`src/rtl/assert_macros.svh`:
```
// assertion helpers, clocked on clk_i and disabled while rst_ni is low
`ifndef ASSERT_MACROS_SVH
`define ASSERT_MACROS_SVH

`ifndef ASSERT_OFF

`define ASSERT_IMPL(name, ante, cons) \
  name: assert property (@(posedge clk_i) disable iff (!rst_ni) (ante) |-> (cons)) \
    else $error("same-cycle check failed");

`define ASSERT_NEXT(name, ante, cons) \
  name: assert property (@(posedge clk_i) disable iff (!rst_ni) (ante) |=> (cons)) \
    else $error("next-cycle check failed");

`else

`define ASSERT_IMPL(name, ante, cons)

`define ASSERT_NEXT(name, ante, cons)

`endif

`endif

```
`src/rtl/rqvg_pkg.sv`:
```
package rqvg_pkg;

  localparam int DEF_COORD_BITS       = 16;
  localparam int DEF_SINE_TABLE_DEPTH = 1024;

  localparam longint HALF_PI_Q30 = 64'sd1686629713;
  localparam int     ONE_Q14     = 16384;

  localparam int ANGLE_BITS      = 16;
  localparam int ANGLE_FRAC_BITS = ANGLE_BITS - 2;
  localparam int SINE_BITS       = 15;
  localparam int TRIG_BITS       = 16;
  localparam int TEX_BITS        = 16;
  localparam int DIM_BITS        = 15;
  localparam int PIVOT_BITS      = 16;
  localparam int DELTA_BITS      = 18;
  localparam int PROD_BITS       = 33;
  localparam int SUM_BITS        = PROD_BITS + 1;
  localparam int FRAC_SHIFT      = 14;
  localparam int ROT_BITS        = SUM_BITS - FRAC_SHIFT;

  localparam int QUEUE_DEPTH = 2;

  localparam int PADDR_BITS = 5;
  localparam int PDATA_BITS = 32;

  typedef enum logic [1:0] {
    CORNER_TL = 2'd0,
    CORNER_TR = 2'd1,
    CORNER_BR = 2'd2,
    CORNER_BL = 2'd3
  } corner_e;

  typedef enum logic [PADDR_BITS-3:0] {
    REG_TEX_LEFT    = 3'd0,
    REG_TEX_TOP     = 3'd1,
    REG_TEX_WIDTH   = 3'd2,
    REG_TEX_HEIGHT  = 3'd3,
    REG_QUAD_WIDTH  = 3'd4,
    REG_QUAD_HEIGHT = 3'd5,
    REG_PIVOT_X     = 3'd6,
    REG_PIVOT_Y     = 3'd7
  } cfg_reg_e;

  typedef struct packed {
    logic        [TEX_BITS-1:0]   tex_left;
    logic        [TEX_BITS-1:0]   tex_top;
    logic        [TEX_BITS-1:0]   tex_width;
    logic        [TEX_BITS-1:0]   tex_height;
    logic        [DIM_BITS-1:0]   quad_width;
    logic        [DIM_BITS-1:0]   quad_height;
    logic signed [PIVOT_BITS-1:0] pivot_x;
    logic signed [PIVOT_BITS-1:0] pivot_y;
  } cfg_regs_t;

endpackage

```
`src/rtl/rqvg_queue.sv`:
```
`include "assert_macros.svh"

module rqvg_queue import rqvg_pkg::*; #(
  parameter int WIDTH = 8,
  parameter int DEPTH = QUEUE_DEPTH
) (
  input  logic             clk_i,
  input  logic             rst_ni,
  input  logic             push_i,
  input  logic [WIDTH-1:0] data_i,
  output logic             full_o,
  input  logic             pop_i,
  output logic             valid_o,
  output logic [WIDTH-1:0] data_o
);

  localparam int PTR_BITS = (DEPTH > 1) ? $clog2(DEPTH) : 1;
  localparam int CNT_BITS = $clog2(DEPTH + 1);

  logic [WIDTH-1:0]    mem_q [DEPTH];
  logic [PTR_BITS-1:0] wr_ptr_q, rd_ptr_q;
  logic [CNT_BITS-1:0] count_q;

  assign full_o  = (count_q == CNT_BITS'(DEPTH));
  assign valid_o = (count_q != '0);
  assign data_o  = mem_q[rd_ptr_q];

  always_ff @(posedge clk_i or negedge rst_ni) begin
    if (!rst_ni) begin
      wr_ptr_q <= '0;
      rd_ptr_q <= '0;
      count_q  <= '0;
    end else begin
      if (push_i) begin
        wr_ptr_q <= (wr_ptr_q == PTR_BITS'(DEPTH - 1)) ? '0 : wr_ptr_q + 1'b1;
      end
      if (pop_i) begin
        rd_ptr_q <= (rd_ptr_q == PTR_BITS'(DEPTH - 1)) ? '0 : rd_ptr_q + 1'b1;
      end
      if (push_i && !pop_i) begin
        count_q <= count_q + 1'b1;
      end else if (pop_i && !push_i) begin
        count_q <= count_q - 1'b1;
      end
    end
  end

  always_ff @(posedge clk_i) begin
    if (push_i) begin
      mem_q[wr_ptr_q] <= data_i;
    end
  end

  `ASSERT_IMPL(a_no_overflow, push_i, !full_o || pop_i)
  `ASSERT_IMPL(a_no_underflow, pop_i, valid_o)
  `ASSERT_NEXT(a_count_up, push_i && !pop_i, count_q == CNT_BITS'($past(count_q) + 1))

endmodule

```
`config.mk`:
```
export PLATFORM = sky130hd
export DESIGN_NAME = rqvg_queue
export DESIGN_NICKNAME = d
export VERILOG_FILES = /design/src/rtl/rqvg_pkg.sv /design/src/rtl/rqvg_queue.sv
export VERILOG_INCLUDE_DIRS = /design/src /design/src/rtl
export SDC_FILE = /design/constraint.sdc
export NUM_CORES = 1
export LEC_CHECK = 0
export ABC_CLOCK_PERIOD_IN_PS = 3000
export BUFFER_PORTS_ARGS = -buffer_cell sky130_fd_sc_hd__buf_2
export CORE_MARGIN = 3
export CORE_UTILIZATION = 40
export CTS_BUF_LIST = sky130_fd_sc_hd__clkbuf_16
export DETAILED_ROUTE_END_ITERATION = 10
export GPL_ROUTABILITY_DRIVEN = 0
export SETUP_SLACK_MARGIN = 0.5
export SYNTH_ARGS = -nofsm -noshare
export SYNTH_HDL_FRONTEND = slang
export SYNTH_SLANG_ARGS = --single-unit
```
`constraint.sdc`:
```
create_clock -name clk_i -period 3 [get_ports clk_i]
set_input_delay 0.6 -clock clk_i [delete_from_list [all_inputs] [get_ports clk_i]]
set_output_delay 0.6 -clock clk_i [all_outputs]
set_load 0.05 [all_outputs]
```
==> metrics.md <==
| Metric | Value |
|---|---|
| Status | `finished, final reports clean` |
| Final wirelength | `1.14 mm` |
| Number of setup buffers added after CTS | `0` |
| Top sig layer | `met3` |
| Reg clk slew, reported paths | `0.05 ns` |
| Via count | `385` |
| CP Max Fanout | `9` |
| Most frequent cells in the layout | `buf_2 (21), edfxtp_1 (16), mux2_2 (8)` |
| Initial antenna violation count | `0` |
| Post-place setup slack | `1.24 ns` |
| Total GRT Usage | `0.108` |
| DRC Markers | `0` |
| Period minus WS final | `2.01 ns` |
| CTS sink count | `20` |
| Post-Syn Nets | `54` |
| Max-cap viol count | `0` |
| Pins Over Slew Limit | `0` |
| Core ar. | `0.00178 mm²` |
| Detail Placement HPWL | `777 µm` |
| Worst Skew | `0.00130 ns` |
| Final worst slack | `0.989 ns` |
| Met1 wire length | `498 µm` |
| # diodes | `0` |
| Fillcell total | `151` |
| Met2 Wirelength | `569 µm` |
| Number of global-route vias before repair | `424` |
| Synth Cell Area | `773 µm²` |
| Drt wl/cell | `12.6 µm` |
| Critical setup path kind | `reg -> out` |
| Top-area cell type share of the netlist area | `0.621` |
| RSZ-0062 raised after global routing | `no` |
| Final setup fails | `0` |
| Peak Freq | `497 MHz` |
| Startpoint class of the critical path | `flop` |
| Area Overhead vs Synth | `26.4%` |
| Met3 wire length | `70 µm` |
| Max Root-Sink Buffers | `2` |
| Multi-input gate area | `178 µm²` |
| P_int | `0.681 mW` |
| Hold WS | `0.149 ns` |
| Cells after synthesis | `41` |
| TritonRoute pass-1 iters | `4` |
| Comb pwr share | `0.371` |
| Most common cell after layout, fill and taps aside | `buf_2` |
| Die height | `50.0 µm` |
| Final hold violation count | `0` |
| Nets | `79` |
| Largest net degree at the start of global routing | `12` |
| Yosys warns | `0` |
| Max stage delay on crit path | `0.57 ns` |
| Leakage power | `0.398 nW` |
| Power share of the clock group | `0.242` |
| Share of cells above drive strength 1 | `0.523` |
| Root buffer cell | `clkbuf_16` |
| Worst min path class | `in -> async` |
| Worst Path Required | `2.40 ns` |
| Initial core utilization | `0.434` |
| # rows | `15` |
| NetSw | `0.426 mW` |
| Setup_tns | `0 ns` |
| Synthesized area per cell | `18.9 µm²` |
| CTS Buf Count | `3` |
| Post-synthesis sequential area ratio | `0.751` |
| Quantity of hold-fixing buffers added after cts | `0` |
| Synth Register Bits | `20` |
| First-pass GRT wire length | `1.94 mm` |
| Worst Path Arrival | `1.41 ns` |
| H-tree depth | `1` |
| Post-synth top area cell | `edfxtp_1` |
| Final ANT Viol Nets | `0` |
| Seq pwr share | `0.387` |
| Slew Limit Headroom | `0.513` |
| Cells along the critical path | `mux2_2 > buf_2` |
| FF+latch area | `581 µm²` |
| I/O Pins | `22` |
| Highest-delay cell along the critical path | `dfrtp_1` |
| Worst-skew pair later-pin latency | `0.25 ns` |
| DR iter-0 viols | `6` |
| CTS tree | `built` |
| Peak supply drop | `0.000658 V` |
| Ranking of synthesized cells by area | `edfxtp_1 (62%), dfrtp_1 (13%), mux2_2 (12%), xor2_1 (4.5%), ha_1 (1.6%)` |
| Yosys cell types | `13` |
| Port Buf Inserts | `21` |
| Measured slew at the worst slew-check pin | `0.730 ns` |
| Die W | `50.0 µm` |
| Family with the most delay on the worst path | `flip-flops` |
| WP buf/inv | `1` |
| Net Sw Frac | `0.385` |
| Full die area | `0.00250 mm²` |
| Critical path capture point type | `primary output` |
| GRT overflow | `0` |
| Vias per inst | `4.28` |
| Post-cts gate resize count | `0` |
| Pwr Density | `1130 mW/mm²` |
| Final period util | `0.670` |
cells by family after synthesis:
kind of cell,share of synthesized area
xor gates and xnor gates,0.0566
adders and majority gates,0.0162
DFF,0.751
and+or+nand+nor,0.0405
muxes,0.117
buffers and inverters,0.0194
synthesized netlist by cell type:
master and count:
edfxtp_1 16, nor2_1 1, dfrtp_1 4, nor2b_1 1, mux2_2 8, inv_1 1, and2b_2 1, xor2_1 4
xnor2_1 1, or2_2 1, and2_1 1, buf_6 1, ha_1 1
routing by layer:
| layer | global-route usage | vias up |
|---|---|---|
| li1 | - | 194 |
| met1 | 0.126 | 179 |
| met2 | 0.178 | 12 |
| met3 | 0.0514 | 0 |
| met4 | 0.0276 | 0 |
| met5 | 0 | - |
power by group through the flow:
stage	Combinational (mW)	Sequential, mW	Clock [mW]
2_1_floorplan	0.369	0.407	0
3_3_place_gp	0.413	0.433	0
3_5_place_dp	0.413	0.435	0
4_1_cts	0.416	0.430	0.274
5_1_grt	0.440	0.440	0.286
6_report	0.411	0.428	0.268
sequential cells by signal, summed over array words and instances (netlist names):
register	cells
mem_q	16
rd_ptr_q	1
count_q	2
wr_ptr_q	1
per-stage QoR:
stage / cell area (µm²) / utilization / power, mW / cells
2_1_floorplan: 773 / - / 0.776 / 41
3_3_place_gp: 898 / 0.504 / 0.846 / 86
3_5_place_dp: 898 / 0.504 / 0.849 / 86
4_1_cts: 977 / 0.548 / 1.12 / 90
5_1_grt: 977 / 0.548 / 1.17 / 90
6_report: 977 / 0.548 / 1.11 / 90
cell type report:
class | instances | share of cell area
Clock inverter | 1 | 0.00384
Multi-Input combinational cell | 19 | 0.182
Sequential cell | 20 | 0.594
Inverter | 1 | 0.00384
Clock buffer | 3 | 0.0768
Timing Repair Buffer | 21 | 0.108
Tap cell | 25 | 0.0320
final timing paths:
| kind | startpoint | end | slack, ns | depth (start not counted) |
|---|---|---|---|---|
| worst max-delay path | rd_ptr_q | data_o[5] | 0.99 | 2 |
| worst min-delay path | rst_ni | rd_ptr_q | 0.15 | 1 |
| worst max register to register | wr_ptr_q | mem_q[0][0] | 1.65 | 1 |
| worst min register to register | count_q[1] | count_q[1] | 0.48 | 1 |
| max in group asynchronous | rst_ni | wr_ptr_q | 2.73 | 1 |
| min in group clk_i | count_q[1] | count_q[1] | 0.48 | 1 |
Power figures use the tool's default switching activity.
