File: config.mk
export PLATFORM = sky130hd
export DESIGN_NAME = rqvg_front
export DESIGN_NICKNAME = d
export VERILOG_FILES = /design/src/rtl/assert_macros.svh /design/src/rtl/rqvg_pkg.sv /design/src/rtl/rqvg_front.sv
export SDC_FILE = /design/constraint.sdc
export NUM_CORES = 1
export LEC_CHECK = 0
export ABC_AREA = 0
export BUFFER_PORTS_ARGS = -buffer_cell sky130_fd_sc_hd__clkbuf_2
export CAP_MARGIN = 20
export CORE_ASPECT_RATIO = 1.5
export CORE_UTILIZATION = 48
export DETAILED_ROUTE_END_ITERATION = 16
export PLACE_DENSITY_LB_ADDON = 0.25
export SLEW_MARGIN = 15
export SYNTH_ARGS = -nofsm -noshare
export SYNTH_HDL_FRONTEND = slang
export SYNTH_SLANG_ARGS = --single-unit
File: constraint.sdc
create_clock -name clk_i -period 7.7 [get_ports clk_i]
set_clock_uncertainty 0.05 [all_clocks]
set_input_delay 1.54 -clock clk_i [delete_from_list [all_inputs] [get_ports clk_i]]
set_output_delay 1.54 -clock clk_i [all_outputs]
set_load 0.05 [all_outputs]
File: src/rtl/assert_macros.svh
// assertion helpers, clocked on clk_i and disabled while rst_ni is low
`ifndef ASSERT_MACROS_SVH
`define ASSERT_MACROS_SVH

`ifndef ASSERT_OFF

`define ASSERT_IMPL(name, ante, cons) \
  name: assert property (@(posedge clk_i) disable iff (!rst_ni) (ante) |-> (cons)) \
    else $error("same-cycle check failed");

`define ASSERT_NEXT(name, ante, cons) \
  name: assert property (@(posedge clk_i) disable iff (!rst_ni) (ante) |=> (cons)) \
    else $error("next-cycle check failed");

`else

`define ASSERT_IMPL(name, ante, cons)

`define ASSERT_NEXT(name, ante, cons)

`endif

`endif

File: src/rtl/rqvg_pkg.sv
package rqvg_pkg;

  localparam int DEF_COORD_BITS       = 16;
  localparam int DEF_SINE_TABLE_DEPTH = 1024;

  localparam longint HALF_PI_Q30 = 64'sd1686629713;
  localparam int     ONE_Q14     = 16384;

  localparam int ANGLE_BITS      = 16;
  localparam int ANGLE_FRAC_BITS = ANGLE_BITS - 2;
  localparam int SINE_BITS       = 15;
  localparam int TRIG_BITS       = 16;
  localparam int TEX_BITS        = 16;
  localparam int DIM_BITS        = 15;
  localparam int PIVOT_BITS      = 16;
  localparam int DELTA_BITS      = 18;
  localparam int PROD_BITS       = 33;
  localparam int SUM_BITS        = PROD_BITS + 1;
  localparam int FRAC_SHIFT      = 14;
  localparam int ROT_BITS        = SUM_BITS - FRAC_SHIFT;

  localparam int QUEUE_DEPTH = 2;

  localparam int PADDR_BITS = 5;
  localparam int PDATA_BITS = 32;

  typedef enum logic [1:0] {
    CORNER_TL = 2'd0,
    CORNER_TR = 2'd1,
    CORNER_BR = 2'd2,
    CORNER_BL = 2'd3
  } corner_e;

  typedef enum logic [PADDR_BITS-3:0] {
    REG_TEX_LEFT    = 3'd0,
    REG_TEX_TOP     = 3'd1,
    REG_TEX_WIDTH   = 3'd2,
    REG_TEX_HEIGHT  = 3'd3,
    REG_QUAD_WIDTH  = 3'd4,
    REG_QUAD_HEIGHT = 3'd5,
    REG_PIVOT_X     = 3'd6,
    REG_PIVOT_Y     = 3'd7
  } cfg_reg_e;

  typedef struct packed {
    logic        [TEX_BITS-1:0]   tex_left;
    logic        [TEX_BITS-1:0]   tex_top;
    logic        [TEX_BITS-1:0]   tex_width;
    logic        [TEX_BITS-1:0]   tex_height;
    logic        [DIM_BITS-1:0]   quad_width;
    logic        [DIM_BITS-1:0]   quad_height;
    logic signed [PIVOT_BITS-1:0] pivot_x;
    logic signed [PIVOT_BITS-1:0] pivot_y;
  } cfg_regs_t;

endpackage

File: src/rtl/rqvg_front.sv
module rqvg_front import rqvg_pkg::*; #(
  parameter int COORD_BITS       = DEF_COORD_BITS,
  parameter int SINE_TABLE_DEPTH = DEF_SINE_TABLE_DEPTH,
  localparam int IDX_BITS        = $clog2(SINE_TABLE_DEPTH + 1),
  localparam int ENTRY_BITS      = 2 * COORD_BITS + 2 * IDX_BITS + 2
) (
  input  logic                         clk_i,
  input  logic                         rst_ni,
  input  logic                         in_valid_i,
  output logic                         in_stall_o,
  input  logic signed [COORD_BITS-1:0] pos_x_i,
  input  logic signed [COORD_BITS-1:0] pos_y_i,
  input  logic        [ANGLE_BITS-1:0] turn_angle_i,
  output logic                         push_o,
  output logic        [ENTRY_BITS-1:0] entry_o,
  input  logic                         full_i
);

  localparam int PHASE_BITS = ANGLE_FRAC_BITS + IDX_BITS;

  logic                  valid_q;
  logic [COORD_BITS-1:0] pos_x_q, pos_y_q;
  logic [IDX_BITS-1:0]   sin_idx_q, cos_idx_q, sin_idx_d, cos_idx_d;
  logic                  sin_neg_q, cos_neg_q;
  logic [1:0]            quadrant;
  logic [PHASE_BITS-1:0] phase_prod;
  logic [IDX_BITS-1:0]   phase_rem, phase_mirror;
  logic                  accept;

  // quadrant is the top two angle bits, the remainder scales the rest
  assign quadrant     = turn_angle_i[ANGLE_BITS-1:ANGLE_FRAC_BITS];
  assign phase_prod   = PHASE_BITS'(turn_angle_i[ANGLE_FRAC_BITS-1:0])
                      * PHASE_BITS'(SINE_TABLE_DEPTH);
  assign phase_rem    = IDX_BITS'(phase_prod >> ANGLE_FRAC_BITS);
  assign phase_mirror = IDX_BITS'(SINE_TABLE_DEPTH) - phase_rem;
  assign sin_idx_d    = quadrant[0] ? phase_mirror : phase_rem;
  assign cos_idx_d    = quadrant[0] ? phase_rem : phase_mirror;

  assign push_o     = valid_q & ~full_i;
  assign in_stall_o = valid_q & full_i;
  assign accept     = in_valid_i & ~in_stall_o;
  assign entry_o    = {pos_x_q, pos_y_q, sin_idx_q, cos_idx_q, sin_neg_q, cos_neg_q};

  always_ff @(posedge clk_i or negedge rst_ni) begin
    if (!rst_ni) begin
      valid_q <= 1'b0;
    end else if (accept) begin
      valid_q <= 1'b1;
    end else if (push_o) begin
      valid_q <= 1'b0;
    end
  end

  always_ff @(posedge clk_i) begin
    if (accept) begin
      pos_x_q   <= pos_x_i;
      pos_y_q   <= pos_y_i;
      sin_idx_q <= sin_idx_d;
      cos_idx_q <= cos_idx_d;
      sin_neg_q <= quadrant[1];
      cos_neg_q <= quadrant[1] ^ quadrant[0];
    end
  end

endmodule

==> metrics.md <==
| Metric | Value |
|---|---|
| I/O pin count | 110 |
| Worst hold slack | approximately 640 ps |
| Synthesized Nets | 169 |
| Clock tree sinks | 56 |
| Antenna Nets Post-Route | 0 |
| Setup TNS | 0 ps |
| Drt drc | 0 |
| Syn-to-layout area delta | 32.36% |
| Clock-pin slew on the worst setup and hold paths | 90 ps |
| Root Buffer | clkbuf_8 |
| Die Width | approximately 56 microns |
| Postcts setup bufs | 0 |
| Number of H-tree levels | 2 |
| CP Capture Type | primary output |
| GRT Util Overall | 0.1582 |
| Reg area | between 0.0015 and 0.002 sq mm |
| Post-layout util | 0.6590 |
| Worst Path Max Fanout | 3 |
| Total Power | about 670 uW |
| Flip-flop and latch count after synthesis | 56 |
| Initial antenna violation count | 0 |
| Inserted Clock Buffers | 5 |
| Cell mode on critical path | clkbuf_2 |
| Req. time, crit path | 6110 ps |
| Post-synth top area cell | edfxtp_1 |
| Unique masters post-synth | 25 |
| Kind of critical path | input port to primary output |
| CP max stage cell | clkbuf_2 |
| Wire length of the first global-routing pass | between 5 and 6 mm |
| Post-synth top area share | 0.7881 |
| Largest net degree at the start of global routing | 56 |
| Die area | 0.004640 sq mm |
| DR iter-0 viols | 45 |
| Yosys warning total | 0 |
| TritonCTS clock tree | done |
| Resize count post-CTS | 0 |
| Num rows | 29 |
| Routed via count | 1,339 |
| Drt wl/cell | 13.25 microns |
| Hold Buf Count CTS | 0 |
| Seq/Total Area, Yosys | 0.8000 |
| Top post-synthesis cells by area | edfxtp_1 79%, xor2_1 4.6%, xnor2_1 2.5% |
| Critical path cell sequence | clkbuf_2, and2_1, clkbuf_2 |
| Worst Path Buf+Inv | 2 |
| Actual slew at the worst max-slew pin | 656.0 ps |
| RSZ-0062 raised after global routing | no |
| Status | finished, final reports clean |
| Core ar. | roughly 0.0042 sq mm |
| Vias per cell | 4.923 |
| # placed instances | 264 |
| # fillers | 331 |
| Cells after synthesis | 116 |
| Final Max Slew Viols | 0 |
| Max-Cap Viols | 0 |
| Final Hold Vio Count | 0 |
| Final Net Count | 278 |
| CP startpoint kind | input port |
| Max incr delay on CP | 300 ps |
| Final non-filler cell total | around 270 |
| N_diodes | 0 |
| CP Data Arrival Time | 2130 ps |
| PortBufs | 105 |
| Vias in the first global route | 1,233 |
| HP Class | flop to flop |
| Initial Utilization | 0.4979 |
| Overflow left after global routing | 0 |
| Layout cell share with drive strength beyond 1 | 0.5310 |
| Final period utilization | 0.4831 |
| Peak supply drop | between 0.1 and 0.15 mV |
| Placer Congestion | 0.6604 |
| Area of the multi-input gates | roughly 380 sq um |
| Post-Syn Area per Cell | 18.07 sq um |
| Mapped Area | between 0.002 and 0.0025 sq mm |
| Leakage power | 1.201 nW |
| Tmin final | between 3000 and 4000 ps |
| Peak Freq | between 200 and 300 MHz |
| DP HPWL | 2.676 mm |
| Die height | 82.93 microns |
| Crit-path leading delay family | buffers and inverters |
| Deepest clock path buffer count | 2 |
| Pwr Density | between 200 and 250 mW/mm^2 |
| TritonRoute pass-1 iters | 4 |
| Final setup fails | 0 |
| Slew margin rel. | 0.5626 |
| Routed wire length | 3.605 mm |
| Clock Latency Late Sink | around 290 ps |
sequential cells by signal, summed over array words and instances, names as in the netlist:
register	count
valid_q	1
pos_x_q	16
cos_neg_q	1
sin_neg_q	1
pos_y_q	16
cos_idx_q	10
sin_idx_q	11
power breakdown:
| group | internal (mW) | switching [mW] | total (mW) |
|---|---|---|---|
| registers | 0.358 | 0.00439 | 0.363 |
| clock network | 0.0965 | 0.0841 | 0.181 |
| logic | 0.0292 | 0.0945 | 0.124 |
| total | 0.484 | 0.183 | 0.667 |
through the flow:
step                worst slack [ps]  instance area, sq um
floorplan                       2789                  2096
global placement                3985                  2666
detailed placement              3974                  2666
CTS                             3973                  2774
global route                    3954                  2774
finish                          3980                  2774
worst paths after layout:
check,start,end,slack [ps],cells past startpoint
setup / recovery,full_i,in_stall_o,3980,3
hold / removal,valid_q,valid_q,640,2
setup reg to reg,valid_q,sin_neg_q,6080,3
hold reg to reg,valid_q,valid_q,640,2
max in group asynchronous,rst_ni,valid_q,6570,1
min in group asynchronous,rst_ni,valid_q,950,1
final cells by class:
| type | instances | share of cell area |
|---|---|---|
| sequential | 56 | 0.6044 |
| timing repair buffer | 106 | 0.1922 |
| multi-input combinational | 51 | 0.1371 |
| clock buffer | 6 | 0.02616 |
| tap | 46 | 0.02075 |
| clock inverter | 2 | 0.01263 |
| inverter | 5 | 0.006766 |
synthesized netlist by cell type, drive strengths merged:
library cell  count
a21oi             5
and2              1
buf               4
dfrtp             1
nor2              5
or3               1
o21ai             1
nand2b            1
edfxtp           55
or2               1
mux2              1
xor2             11
a21o              1
nor2b             3
ha                1
nor4              2
nor3              3
a31oi             6
inv               5
nand2             2
xnor2             6
worst register-to-register path: stages (launching register included):
cell and delay [ps]:
dfrtp_1 370, and2_1 180, nor2b_4 110, buf_4 540
cell usage in the layout (no fill, tap or decap), drive strengths merged, types with 2 or more instances in the layout:
master	n
clkbuf	111
edfxtp	55
xor2	11
a31oi	6
xnor2	6
nor2	5
inv	5
a21oi	5
nor3	3
nor2b	3
nor4	2
nand2	2
layer usage:
metal	GRT usage	vias to the layer above	wire [microns]
met5	0	-	0
met4	0.06652	0	59
met3	0.04206	6	287
met2	0.2804	81	1863
met1	0.1774	611	1395
li1	-	641	-
kinds of logic after synthesis:
group | share of synthesized area
buffers and inverters | 0.02209
AND/OR/NAND/NOR | 0.05971
multiplexers | 0.005373
flip-flops | 0.8000
AO/OA/AOI/OAI | 0.03582
adder cells (fa/ha/maj) | 0.005969
XOR/XNOR | 0.07104
(Power assumes the default switching activity.)
